$ cat src/design/jsu_pkg.sv
// Shared types and constants of the JSON string unescaper.
// No dependencies; every module of the block imports this package.
package jsu_pkg;

  localparam int unsigned QueueDepthDef = 4;

  typedef enum logic [1:0] {
    MODE_IDLE = 2'd0,
    MODE_STR  = 2'd1,
    MODE_ESC  = 2'd2,
    MODE_HEX  = 2'd3
  } mode_e;

  typedef enum logic [1:0] {
    KIND_BYTE  = 2'd0,
    KIND_CLOSE = 2'd1,
    KIND_ERR   = 2'd2
  } kind_e;

  typedef enum logic [2:0] {
    ERR_NO_QUOTE  = 3'd0,
    ERR_CONTROL   = 3'd1,
    ERR_HEX       = 3'd2,
    ERR_ESCAPE    = 3'd3,
    ERR_EARLY_END = 3'd4
  } err_e;

  localparam logic [7:0] CH_QUOTE   = 8'h22;
  localparam logic [7:0] CH_BSLASH  = 8'h5C;
  localparam logic [7:0] CH_SLASH   = 8'h2F;
  localparam logic [7:0] CH_SPACE   = 8'h20;
  localparam logic [7:0] CH_B       = 8'h62;
  localparam logic [7:0] CH_F       = 8'h66;
  localparam logic [7:0] CH_N       = 8'h6E;
  localparam logic [7:0] CH_R       = 8'h72;
  localparam logic [7:0] CH_T       = 8'h74;
  localparam logic [7:0] CH_U       = 8'h75;
  localparam logic [7:0] CTRL_BS    = 8'h08;
  localparam logic [7:0] CTRL_FF    = 8'h0C;
  localparam logic [7:0] CTRL_LF    = 8'h0A;
  localparam logic [7:0] CTRL_CR    = 8'h0D;
  localparam logic [7:0] CTRL_TAB   = 8'h09;

  localparam logic [15:0] CP_MAX1   = 16'h007F;
  localparam logic [15:0] CP_MAX2   = 16'h07FF;
  localparam logic [7:0]  LEAD2     = 8'hC0;
  localparam logic [7:0]  LEAD3     = 8'hE0;
  localparam logic [7:0]  CONT      = 8'h80;

  // One decoded result group handed from the front end to the back end.
  // nbytes is the number of output beats (1 to 3).
  typedef struct packed {
    kind_e       kind;
    err_e        err;
    logic [15:0] code;
    logic [1:0]  nbytes;
  } cmd_t;

endpackage

$ cat src/design/jsu_if.sv
// Valid/ready channel interfaces of the JSON string unescaper.
// Depends on nothing; used by the top level, the front end and the back end.
interface jsu_in_if;
  logic       valid;
  logic       ready;
  logic [7:0] in_byte;
  logic       end_of_text;

  modport source (output valid, output in_byte, output end_of_text, input ready);
  modport sink   (input valid, input in_byte, input end_of_text, output ready);
endinterface

interface jsu_out_if;
  logic       valid;
  logic       ready;
  logic [7:0] out_byte;
  logic [1:0] kind;
  logic [2:0] error_code;
  logic       last;

  modport source (output valid, output out_byte, output kind, output error_code,
                  output last, input ready);
  modport sink   (input valid, input out_byte, input kind, input error_code,
                  input last, output ready);
endinterface

$ cat src/design/jsu_fifo.sv
// Small register queue of decoded commands between front and back end.
// Depends on jsu_pkg for the command type.
module jsu_fifo #(
  parameter int unsigned Depth = jsu_pkg::QueueDepthDef
) (
  input  logic          clk_i,
  input  logic          rst_ni,
  input  logic          push_i,
  input  jsu_pkg::cmd_t push_cmd_i,
  output logic          full_o,
  input  logic          pop_i,
  output logic          empty_o,
  output jsu_pkg::cmd_t head_o
);
  import jsu_pkg::*;

  localparam int unsigned AW = (Depth > 1) ? $clog2(Depth) : 1;
  localparam int unsigned CW = $clog2(Depth + 1);

  cmd_t          mem_q [Depth];
  logic [AW-1:0] wr_q, wr_d, rd_q, rd_d;
  logic [CW-1:0] cnt_q, cnt_d;
  logic          do_push, do_pop;

  assign full_o  = (cnt_q == CW'(Depth));
  assign empty_o = (cnt_q == '0);
  assign head_o  = mem_q[rd_q];
  assign do_push = push_i && !full_o;
  assign do_pop  = pop_i && !empty_o;

  always_comb begin
    wr_d  = wr_q;
    rd_d  = rd_q;
    cnt_d = cnt_q;
    if (do_push) begin
      wr_d = (wr_q == AW'(Depth - 1)) ? '0 : wr_q + 1'b1;
    end
    if (do_pop) begin
      rd_d = (rd_q == AW'(Depth - 1)) ? '0 : rd_q + 1'b1;
    end
    if (do_push && !do_pop) begin
      cnt_d = cnt_q + 1'b1;
    end else if (do_pop && !do_push) begin
      cnt_d = cnt_q - 1'b1;
    end
  end

  always_ff @(posedge clk_i or negedge rst_ni) begin
    if (!rst_ni) begin
      wr_q  <= '0;
      rd_q  <= '0;
      cnt_q <= '0;
    end else begin
      wr_q  <= wr_d;
      rd_q  <= rd_d;
      cnt_q <= cnt_d;
    end
  end

  always_ff @(posedge clk_i) begin
    if (do_push) begin
      mem_q[wr_q] <= push_cmd_i;
    end
  end

endmodule

$ cat src/design/jsu_front.sv
// Front end: accepts input bytes, tracks the escape state and classifies
// each byte into a command for the back end. Depends on jsu_pkg, jsu_if.
module jsu_front (
  input  logic          clk_i,
  input  logic          rst_ni,
  jsu_in_if.sink        in_i,
  input  logic          full_i,
  output logic          push_o,
  output jsu_pkg::cmd_t cmd_o
);
  import jsu_pkg::*;

  mode_e       mode_q, mode_d;
  logic [1:0]  hex_cnt_q, hex_cnt_d;
  logic [15:0] code_q, code_d;
  logic        fire, emit;
  logic        hex_ok;
  logic [3:0]  hex_val;
  logic [15:0] code_next;
  logic [7:0]  c;
  cmd_t        cmd;

  assign c       = in_i.in_byte;
  assign in_i.ready = !full_i;
  assign fire    = in_i.valid && in_i.ready;
  assign push_o  = fire && emit;
  assign cmd_o   = cmd;

  always_comb begin
    hex_ok  = 1'b1;
    hex_val = c[3:0];
    case (c) inside
      [8'h30:8'h39]: hex_val = c[3:0];
      [8'h41:8'h46], [8'h61:8'h66]: hex_val = c[3:0] + 4'd9;
      default: hex_ok = 1'b0;
    endcase
  end

  assign code_next = {code_q[11:0], hex_val};

  always_comb begin
    mode_d     = mode_q;
    hex_cnt_d  = hex_cnt_q;
    code_d     = code_q;
    emit       = 1'b0;
    cmd.kind   = KIND_BYTE;
    cmd.err    = ERR_NO_QUOTE;
    cmd.code   = 16'h0000;
    cmd.nbytes = 2'd1;
    if (in_i.end_of_text) begin
      emit      = 1'b1;
      cmd.kind  = KIND_ERR;
      cmd.err   = ERR_EARLY_END;
      mode_d    = MODE_IDLE;
      hex_cnt_d = '0;
      code_d    = '0;
    end else begin
      case (mode_q)
        MODE_IDLE: begin
          if (c == CH_QUOTE) begin
            mode_d = MODE_STR;
          end else begin
            emit      = 1'b1;
            cmd.kind  = KIND_ERR;
            cmd.err   = ERR_NO_QUOTE;
            hex_cnt_d = '0;
            code_d    = '0;
          end
        end
        MODE_STR: begin
          emit = 1'b1;
          if (c == CH_QUOTE) begin
            cmd.kind = KIND_CLOSE;
            mode_d   = MODE_IDLE;
          end else if (c < CH_SPACE) begin
            cmd.kind  = KIND_ERR;
            cmd.err   = ERR_CONTROL;
            mode_d    = MODE_IDLE;
            hex_cnt_d = '0;
            code_d    = '0;
          end else if (c == CH_BSLASH) begin
            emit   = 1'b0;
            mode_d = MODE_ESC;
          end else begin
            cmd.code = {8'h00, c};
          end
        end
        MODE_ESC: begin
          emit   = 1'b1;
          mode_d = MODE_STR;
          case (c)
            CH_QUOTE, CH_BSLASH, CH_SLASH: cmd.code = {8'h00, c};
            CH_B: cmd.code = {8'h00, CTRL_BS};
            CH_F: cmd.code = {8'h00, CTRL_FF};
            CH_N: cmd.code = {8'h00, CTRL_LF};
            CH_R: cmd.code = {8'h00, CTRL_CR};
            CH_T: cmd.code = {8'h00, CTRL_TAB};
            CH_U: begin
              emit      = 1'b0;
              mode_d    = MODE_HEX;
              hex_cnt_d = '0;
              code_d    = '0;
            end
            default: begin
              cmd.kind  = KIND_ERR;
              cmd.err   = ERR_ESCAPE;
              mode_d    = MODE_IDLE;
              hex_cnt_d = '0;
              code_d    = '0;
            end
          endcase
        end
        default: begin
          if (!hex_ok) begin
            emit      = 1'b1;
            cmd.kind  = KIND_ERR;
            cmd.err   = ERR_HEX;
            mode_d    = MODE_IDLE;
            hex_cnt_d = '0;
            code_d    = '0;
          end else if (hex_cnt_q == 2'd3) begin
            // Fourth digit: the code point is complete and goes out as UTF-8.
            emit      = 1'b1;
            cmd.code  = code_next;
            mode_d    = MODE_STR;
            hex_cnt_d = '0;
            code_d    = code_next;
            if (code_next <= CP_MAX1) begin
              cmd.nbytes = 2'd1;
            end else if (code_next <= CP_MAX2) begin
              cmd.nbytes = 2'd2;
            end else begin
              cmd.nbytes = 2'd3;
            end
          end else begin
            hex_cnt_d = hex_cnt_q + 2'd1;
            code_d    = code_next;
          end
        end
      endcase
    end
  end

  always_ff @(posedge clk_i or negedge rst_ni) begin
    if (!rst_ni) begin
      mode_q    <= MODE_IDLE;
      hex_cnt_q <= '0;
      code_q    <= '0;
    end else if (fire) begin
      mode_q    <= mode_d;
      hex_cnt_q <= hex_cnt_d;
      code_q    <= code_d;
    end
  end

endmodule

$ cat src/design/jsu_back.sv
// Back end: expands queued commands into one to three result beats and
// holds each beat in the output register. Depends on jsu_pkg, jsu_if.
module jsu_back (
  input  logic          clk_i,
  input  logic          rst_ni,
  input  logic          head_valid_i,
  input  jsu_pkg::cmd_t head_i,
  output logic          pop_o,
  jsu_out_if.source     out_o
);
  import jsu_pkg::*;

  logic       valid_q;
  logic [7:0] byte_q, byte_d;
  logic [1:0] kind_q;
  logic [2:0] err_q;
  logic       last_q, last_d;
  logic [1:0] idx_q, idx_d;
  logic       load;

  assign load   = head_valid_i && (!valid_q || out_o.ready);
  assign last_d = (idx_q == (head_i.nbytes - 2'd1));
  assign pop_o  = load && last_d;
  assign idx_d  = last_d ? 2'd0 : idx_q + 2'd1;

  // UTF-8 byte for the current beat; single-beat commands carry the byte itself.
  always_comb begin
    case (head_i.nbytes)
      2'd2: begin
        if (idx_q == 2'd0) begin
          byte_d = LEAD2 | {3'b000, head_i.code[10:6]};
        end else begin
          byte_d = CONT | {2'b00, head_i.code[5:0]};
        end
      end
      2'd3: begin
        case (idx_q)
          2'd0:    byte_d = LEAD3 | {4'h0, head_i.code[15:12]};
          2'd1:    byte_d = CONT | {2'b00, head_i.code[11:6]};
          default: byte_d = CONT | {2'b00, head_i.code[5:0]};
        endcase
      end
      default: byte_d = head_i.code[7:0];
    endcase
  end

  always_ff @(posedge clk_i or negedge rst_ni) begin
    if (!rst_ni) begin
      valid_q <= 1'b0;
      idx_q   <= '0;
    end else begin
      if (load) begin
        valid_q <= 1'b1;
        idx_q   <= idx_d;
      end else if (out_o.ready) begin
        valid_q <= 1'b0;
      end
    end
  end

  always_ff @(posedge clk_i) begin
    if (load) begin
      byte_q <= byte_d;
      kind_q <= head_i.kind;
      err_q  <= head_i.err;
      last_q <= last_d;
    end
  end

  assign out_o.valid      = valid_q;
  assign out_o.out_byte   = byte_q;
  assign out_o.kind       = kind_q;
  assign out_o.error_code = err_q;
  assign out_o.last       = last_q;

endmodule

$ cat src/design/json_string_unescape_utf8.sv
// JSON string literal unescaper with UTF-8 output.
// Input channel in_i: one beat per text byte, starting at the opening quote;
// end_of_text marks a beat that carries no byte and ends the text early.
// Output channel out_o: one beat per result. kind gives a decoded byte, the
// closing of the string or an error with its error_code; last marks the
// final beat caused by one input beat. Escapes and hex digits that finish
// nothing give no beat; a completed \u escape gives one to three beats.
// An accepted input beat is written into the command queue and, once at its
// head, loaded into the output register. Input runs at one beat per cycle
// while the queue is not full; the output register sends one beat per cycle
// while out_o.ready is high; a \u escape to three bytes takes three beats.
// The command queue (QueueDepth entries) decouples the two sides: in_i.ready
// drops only when the queue is full, and a stalled out_o holds its beat
// stable until taken. Reset clears the decode state to idle, empties the
// queue and drops out_o.valid; the block is ready right after reset.
// Depends on jsu_pkg, jsu_if, jsu_fifo, jsu_front and jsu_back.
module json_string_unescape_utf8 #(
  parameter int unsigned QueueDepth = jsu_pkg::QueueDepthDef
) (
  input  logic      clk_i,
  input  logic      rst_ni,
  jsu_in_if.sink    in_i,
  jsu_out_if.source out_o
);
  import jsu_pkg::*;

  logic push, full, pop, empty;
  cmd_t push_cmd, head;

  jsu_front u_front (
    .clk_i  (clk_i),
    .rst_ni (rst_ni),
    .in_i   (in_i),
    .full_i (full),
    .push_o (push),
    .cmd_o  (push_cmd)
  );

  jsu_fifo #(
    .Depth (QueueDepth)
  ) u_fifo (
    .clk_i      (clk_i),
    .rst_ni     (rst_ni),
    .push_i     (push),
    .push_cmd_i (push_cmd),
    .full_o     (full),
    .pop_i      (pop),
    .empty_o    (empty),
    .head_o     (head)
  );

  jsu_back u_back (
    .clk_i        (clk_i),
    .rst_ni       (rst_ni),
    .head_valid_i (!empty),
    .head_i       (head),
    .pop_o        (pop),
    .out_o        (out_o)
  );

endmodule

$ cat src/flat_wrapper.sv
// flat-port wrapper written by rule: the top's interface ports become plain ports
module json_string_unescape_utf8_flat import jsu_pkg::*;
#(
  parameter int unsigned QueueDepth = jsu_pkg::QueueDepthDef
)
  (clk_i, rst_ni, in_i_valid, in_i_in_byte, in_i_end_of_text, in_i_ready, out_o_valid, out_o_out_byte, out_o_kind, out_o_error_code, out_o_last, out_o_ready);
  jsu_in_if in_i_i ();
  jsu_out_if out_o_i ();
  input  logic clk_i;
  input  logic rst_ni;
  input wire logic [$bits(in_i_i.valid)-1:0] in_i_valid;
  input wire logic [$bits(in_i_i.in_byte)-1:0] in_i_in_byte;
  input wire logic [$bits(in_i_i.end_of_text)-1:0] in_i_end_of_text;
  output wire logic [$bits(in_i_i.ready)-1:0] in_i_ready;
  output wire logic [$bits(out_o_i.valid)-1:0] out_o_valid;
  output wire logic [$bits(out_o_i.out_byte)-1:0] out_o_out_byte;
  output wire logic [$bits(out_o_i.kind)-1:0] out_o_kind;
  output wire logic [$bits(out_o_i.error_code)-1:0] out_o_error_code;
  output wire logic [$bits(out_o_i.last)-1:0] out_o_last;
  input wire logic [$bits(out_o_i.ready)-1:0] out_o_ready;
  assign in_i_i.valid = in_i_valid;
  assign in_i_i.in_byte = in_i_in_byte;
  assign in_i_i.end_of_text = in_i_end_of_text;
  assign in_i_ready = in_i_i.ready;
  assign out_o_valid = out_o_i.valid;
  assign out_o_out_byte = out_o_i.out_byte;
  assign out_o_kind = out_o_i.kind;
  assign out_o_error_code = out_o_i.error_code;
  assign out_o_last = out_o_i.last;
  assign out_o_i.ready = out_o_ready;
  json_string_unescape_utf8 #(.QueueDepth(QueueDepth)) u_core (.clk_i(clk_i), .rst_ni(rst_ni), .in_i(in_i_i), .out_o(out_o_i));
endmodule
$ cat config.mk
export PLATFORM = sky130hd
export DESIGN_NAME = json_string_unescape_utf8_flat
export DESIGN_NICKNAME = d
export VERILOG_FILES = /design/src/design/jsu_pkg.sv /design/src/design/jsu_if.sv /design/src/design/jsu_fifo.sv /design/src/design/jsu_front.sv /design/src/design/jsu_back.sv /design/src/design/json_string_unescape_utf8.sv /design/src/flat_wrapper.sv
export SDC_FILE = /design/constraint.sdc
export NUM_CORES = 1
export LEC_CHECK = 0
export ABC_AREA = 1
export BUFFER_PORTS_ARGS = -buffer_cell sky130_fd_sc_hd__buf_2
export CORE_MARGIN = 8
export CORE_UTILIZATION = 56
export CTS_CLUSTER_DIAMETER = 80
export DETAILED_ROUTE_END_ITERATION = 6
export GPL_ROUTABILITY_DRIVEN = 0
export PLACE_DENSITY_LB_ADDON = 0.3
export SETUP_SLACK_MARGIN = 0.4
export SYNTH_ARGS = -nofsm -noshare
export SYNTH_HDL_FRONTEND = slang
export SYNTH_HIERARCHICAL = 1
export SYNTH_SLANG_ARGS = --single-unit
$ cat constraint.sdc
create_clock -name clk_i -period 2.5 [get_ports clk_i]
set_input_delay 0.625 -clock clk_i [delete_from_list [all_inputs] [get_ports clk_i]]
set_output_delay 0.625 -clock clk_i [all_outputs]
set_load 0.03 [all_outputs]
# Yosys cells after proc, flatten, opt, wreduce, memory -nomap -nowiden

Memories as Yosys holds them, arrays and structs flattened.
Index checks and enable logic that the tools add are counted.

Output and inout bits: 16
Logic and storage cells: 152
Memories: 1
RAM bits: 92
Bits in registers: 40
Input port bits: 13

Magnitude comparators: 9
Eq/ne operators: 26
Add/sub/neg operators: 8
Reductions and logical operators: 29
Multiplexer cells: 67

Memories:

| name                | words | bits a word | read ports | clocked after Yosys merged registers in | write ports | RTL line       | RTL |
|---|---|---|---|---|---|---|---|
| u_core.u_fifo.mem_q | 4     | 23          | 1          | 0                                       | 1           | jsu_fifo.sv:20 | `cmd_t mem_q [Depth];` |

Operator list:

| kind                                                             | number |
|---|---|
| 2-to-1 mux 12 bit                                                | 6 |
| equality test 8 x 7 -> 1 bit, second input constant              | 7 |
| 2-to-1 mux 18 bit                                                | 3 |
| case mux 16 bit (3 select lines)                                 | 1 |
| case mux 8 bit (6 select lines)                                  | 1 |
| 2-to-1 mux 2 bit                                                 | 20 |
| case mux 12 bit (3 select lines)                                 | 1 |
| 2-to-1 mux 5 bit                                                 | 5 |
| 2-to-1 mux 19 bit                                                | 1 |
| equality test 8 x 6 -> 1 bit, second input constant              | 2 |
| >= comparator 8 x 7 -> 1 bit, second input constant              | 2 |
| less-or-equal comparator 16 x 11 -> 1 bit, second input constant | 1 |
| less-or-equal comparator 16 x 7 -> 1 bit, second input constant  | 1 |
| less-or-equal comparator 8 x 7 -> 1 bit, second input constant   | 2 |
| 2-to-1 mux 16 bit                                                | 1 |
| case mux 8 bit (2 select lines)                                  | 1 |
| 2-to-1 mux 1 bit                                                 | 15 |
| != test 3 bit, second input constant                             | 5 |
| case mux 5 bit (3 select lines)                                  | 1 |
| case mux 7 bit (2 select lines)                                  | 1 |
| equality test 2 bit, second input constant                       | 6 |
| case mux 2 bit (3 select lines)                                  | 2 |
| logical AND 1 bit                                                | 11 |
| OR reduction 9 bit                                               | 1 |
| 29 further kinds                                                 | 42 |

# Longest topological paths before layout

Word-level depth: 14
Gate-level depth with buffers: 21
Mapped depth without buffers: 21

# Modules after synthesis

Netlist, hierarchy kept.

By module, submodules not included:

| module                    | instances | area an instance (sq um) | cells an instance | sequential area each (sq um) |
|---|---|---|---|---|
| jsu_fifo                  | 1         | 4103.9                   | 329               | 2937.8 |
| jsu_front                 | 1         | 1680.4                   | 285               | 400.4 |
| jsu_back                  | 1         | 1036.0                   | 138               | 495.5 |
| json_string_unescape_utf8 | 1         | 3.8                      | 1                 | 0.0 |

# Worst setup path before layout

No wires, ideal clock.

Path type: input-to-reg
Start point: input port in_i_in_byte[1]
End point: memory u_core/u_fifo/mem_q[3][0] in the netlist's numbering, enable pin
Stages on the path: 11
Arrival time: 2.876 ns
Setup time: 0.403 ns
Setup slack: -0.779 ns
Buffers on the path: 0
Data required time: 2.097 ns
Path through: inv_1 > ha_1 > inv_1 > nand2_1 > o21ai_0 > nand3_2 > nand3_1 > nand2_1 > a21oi_1 > nand2_1 > nor2_1

Word-level cells in the longest chain between the ends: 12
Elaborated cells on any way between the ends: 28
Classes of those cells: 7 x order compare; 3 x eq/ne; 12 x mux; 6 x reduce/logical

Ends and longest elaborated chain:

| element                                                                                                         | RTL line                        | RTL |
|---|---|---|
| from (decl)                                                                                                     | flat_wrapper.sv:12              | `input wire logic [$bits(in_i_i.in_byte)-1:0] in_i_in_byte;` |
| >= comparator 8 x 7 -> 1 bit (no source line) / less-or-equal comparator 8 x 7 -> 1 bit (equally long branches) | --                              |  |
| logical AND 1 bit (no source line)                                                                              | --                              |  |
| OR reduction 2 bit                                                                                              | jsu_front.sv:32                 | `case (c) inside` |
| 2-to-1 mux 1 bit (2 in a row)                                                                                   | jsu_front.sv:32                 |  |
| 2-to-1 mux 1 bit                                                                                                | jsu_front.sv:114                | `if (!hex_ok) begin` |
| case mux 1 bit (3 select lines) (*)                                                                             | jsu_front.sv:58                 | `case (mode_q)` |
| 2-to-1 mux 1 bit (*)                                                                                            | jsu_front.sv:50                 | `if (in_i.end_of_text) begin` |
| logical AND 1 bit (*)                                                                                           | jsu_front.sv:26                 | `assign push_o = fire && emit;` |
| via u_core.push                                                                                                 | json_string_unescape_utf8.sv:27 | `logic push, full, pop, empty;` |
| logical AND 1 bit (*)                                                                                           | jsu_fifo.sv:28                  | `assign do_push = push_i && !full_o;` |
| 2-to-1 mux 1 bit (*)                                                                                            | jsu_fifo.sv:61                  | `if (do_push) begin` |
| 2-to-1 mux 1 bit (not written as such) (*)                                                                      | jsu_fifo.sv:62                  | `mem_q[wr_q] <= push_cmd_i;` |
| to (decl)                                                                                                       | jsu_fifo.sv:20                  |  |

The timed path passes the listed nets; every way through them passes the cells marked *.

==> summary.md <==
| Metric | Value |
|---|---|
| Synth async-reset ratio | `0.197` |
| Crit-path max FO | `6` |
| Reg-to-Reg Start | `u_core/u_fifo/rd_q[0]` |
| Finished Core Util | `0.756` |
| Startpoint types | `register` |
| Measured slew at the worst slew-check pin | `0.782 ns` |
| CTS tree | `built` |
| Share of layout cells above drive strength 1 | `0.280` |
| Pleak | `0.00413 uW` |
| Post-synthesis sequential area ratio | `0.562` |
| Critical path cell sequence | `buf_6 > o211ai_1 > nand2_1 > inv_2 > ha_4 > inv_2 > nand2_1 > nand2_1 > nand2_2 > nor2_4 > nand2_4 > ha_4 > inv_4 > fa_2 > nand2_2 > o21ai_2` |
| Top post-synthesis cells by count | `277 x nand2_1, 110 x inv_1, 106 x edfxtp_1, 46 x o211ai_1` |
| Vias in the first global route | `5726` |
| Initial antenna violation count | `0` |
| F_max | `0.383 GHz` |
| Global routing usage on met2 | `0.410` |
| Syn_nets | `783` |
| Vias | `5780` |
| Die Ht | `126 um` |
| Die ar. | `16000 sq um` |
| Root buf cell | `clkbuf_16` |
| Slowest CP cell | `dfrtp_2` |
| First-pass GRT wire length | `28.6 mm` |
| Antenna diode count | `0` |
| Worst vdd ir | `0.632 mV` |
| Core Region | `12000 sq um` |
| Fill count | `720` |
| Largest net degree at the start of global routing | `85` |
| Remaining antenna violation count | `0` |
| Synth Flop Type | `edfxtp_1` |
| FF+latch area | `3830 sq um` |
| Drt wl/cell | `17.6 um` |
| Worst Setup Slack, final | `-0.111 ns` |
| Fin nets | `910` |
| Post-CTS Hold Buffers | `0` |
| Via density | `5.56` |
| Synth area leaders | `edfxtp_1 47%, nand2_1 15%, dfrtp_1 9.5%` |
| Worst clock skew | `0.00621 ns` |
| DPL Wire Length | `10.4 mm` |
| CTS buffer count | `17` |
| Kind of critical path | `register to register` |
| Post-synthesis cell type count | `36` |
| Initial Util | `0.571` |
| FF+latch count, synth | `132` |
| Total wire length | `18.3 mm` |
| R2r worst-path depth | `16` |
| Setup tns final | `-0.151 ns` |
| Clock Sinks | `132` |
| # rows | `40` |
| Gr ovfl total | `0` |
| GRT Util Overall | `0.229` |
| Number of flops mapped to enable cells by yosys | `106` |
| Yosys top cell by area | `edfxtp_1` |
| CP Data Required Time | `2.80 ns` |
| Final hold violations | `0` |
| Critical path capture point type | `register` |
| Top cell type's share of synthesized area | `0.466` |
| Synth warn | `6` |
| Remaining routing DRC violations | `0` |
| Final Power | `10800 uW` |
| PortBufs | `28` |
| Num ports | `29` |
| R2R setup slack | `-0.11 ns` |
| Most instantiated library cell after synthesis | `nand2_1` |
| Worst-Skew Late Latency | `0.42 ns` |
| Synthesis-to-layout area growth | `32.6%` |
| CTS clk-pin slew, worst paths | `0.06 ns` |
| Drt first pass iters | `6` |
| Rel. slew slack | `0.479` |
| Status | `complete, but fails checks` |
| H-tree depth | `4` |
| Failing checks | `negative setup slack` |
| Max-Cap Viols | `0` |
| Iteration-0 DRC count of the detailed router | `745` |
| Critical Path Max Stage Delay | `0.45 ns` |
| GRT Max-Usage Layer | `met2` |
| Fin crit period | `2.61 ns` |
| Unrepaired setup endpoints after global routing | `true` |
| CP most frequent cell | `nand2_1` |
| Met3 usage | `0.0540` |
| Slew Viols, Final | `0` |
| Crit Reg-Reg Endpoint | `u_core/u_fifo/cnt_q[1]` |
| PD cells | `1190 nW/um^2` |
| Area of the multi-input gates | `2680 sq um` |
| Mapped Cells | `753` |
| GR Layer Usage met1 | `0.255` |
| Avg Cell Area, Syn | `9.06 sq um` |
| Die width | `126 um` |
| Mapped cell area | `6820 sq um` |
| CP arrival | `2.91 ns` |
| CTS Buffer Depth | `2` |
| Crit share post-route | `1.04` |
| Setup Viol. Count Final | `2` |
| Worst hold path class | `input pin to asynchronous set/reset pin` |
-- how the worst max path moves through the flow --
stage	start	depth (start not counted)	slack, ns	endpoint
2_1_floorplan	in_i_in_byte[0]	19	-0.12	u_core/u_fifo/cnt_q[2]
4_1_cts	u_core/u_fifo/rd_q[0]	16	-0.07	u_core/u_fifo/cnt_q[1]
6_report	u_core/u_fifo/rd_q[0]	16	-0.11	u_core/u_fifo/cnt_q[1]
5_1_grt	u_core/u_fifo/rd_q[0]	16	-0.21	u_core/u_fifo/cnt_q[1]
3_3_place_gp	in_i_in_byte[0]	17	-0.28	u_core/u_fifo/cnt_q[2]
3_5_place_dp	in_i_in_byte[0]	18	-0.38	u_core/u_fifo/cnt_q[1]
-- layout by cell type, fill, tap and decap left out, drive strengths merged --
cell	instances
o22ai	2
xnor2	2
a211o	1
or2	1
nand2	282
clkinvlp	6
a21boi	1
ha	16
o21a	1
a21oi	13
edfxtp	106
bufinv	4
clkbuf	22
nor2	43
o211ai	46
clkinv	4
inv	123
nor3	3
nor4	1
and2	2
nand3	36
fa	1
buf	125
nand4	10
dfrtp	26
o21ai	15
-- per-stage QoR --
stage          instance area [sq um]  instances  worst slack, ns  hold slack, ns
6_report                        9050       1039           -0.111           0.221
5_1_grt                         9050       1039           -0.207           0.272
3_3_place_gp                    7670        971           -0.283           0.466
3_5_place_dp                    7670        971           -0.378           0.478
2_1_floorplan                   6960        753           -0.124           0.329
4_1_cts                         8820       1031          -0.0652           0.236
-- where the power goes --
group          total (uW)  internal, uW  switching [uW]
Sequential           3270          3050             220
Clock                2580          1660             920
Combinational        4910          1900            3010
Total               10800          6610            4150
-- registers in the layout, indices dropped and copies added (netlist names) --
| name | count |
|---|---|
| u_core/u_back/out_o.out_byte | 8 |
| u_core/u_back/out_o.valid | 1 |
| u_core/u_front/code_q | 12 |
| u_core/u_fifo/mem_q | 92 |
| u_core/u_back/idx_q | 2 |
| u_core/u_fifo/rd_q | 2 |
| u_core/u_back/out_o.last | 1 |
| u_core/u_back/out_o.kind | 2 |
| u_core/u_fifo/cnt_q | 3 |
| u_core/u_front/hex_cnt_q | 2 |
| u_core/u_back/out_o.error_code | 3 |
| u_core/u_front/mode_q | 2 |
| u_core/u_fifo/wr_q | 2 |
-- layer usage --
layer / wire length, um / vias to the layer above
li1: - / 2706
met1: 6880 / 2761
met2: 9570 / 269
met3: 1330 / 44
met4: 546 / 0
met5: 0 / -
-- repair_timing --
item	in CTS	in global routing
pin swaps	17	17
endpoints found under the hold margin	0	0
setup buffers	21	5
cloned	8	3
resized for setup	32	46
setup endpoints to repair	108	141
-- cell families after synthesis --
logic type,synth area share
AND/OR/NAND/NOR,0.234
buffers and inverters,0.0922
flip-flops,0.562
AO/OA/AOI/OAI,0.0770
adder cells (fa/ha/maj),0.0323
XOR/XNOR,0.00257
-- worst max-delay path: cells and delay by family, from the launching register on --
| family | cells | cell delay, ns |
|---|---|---|
| adders and majority gates | 3 | 0.83 |
| and+or+nand+nor | 7 | 0.62 |
| DFF | 1 | 0.45 |
| buffers and inverters | 4 | 0.35 |
| AOI/OAI and AO/OA | 2 | 0.22 |
-- final cells by class --
class,instances,area share
tap,147,0.0203
inverter,124,0.0532
timing repair buffer,129,0.139
clock inverter,13,0.0205
sequential,132,0.424
clock buffer,18,0.0474
multi-input combinational,476,0.296
Power figures use the tool's default switching activity.
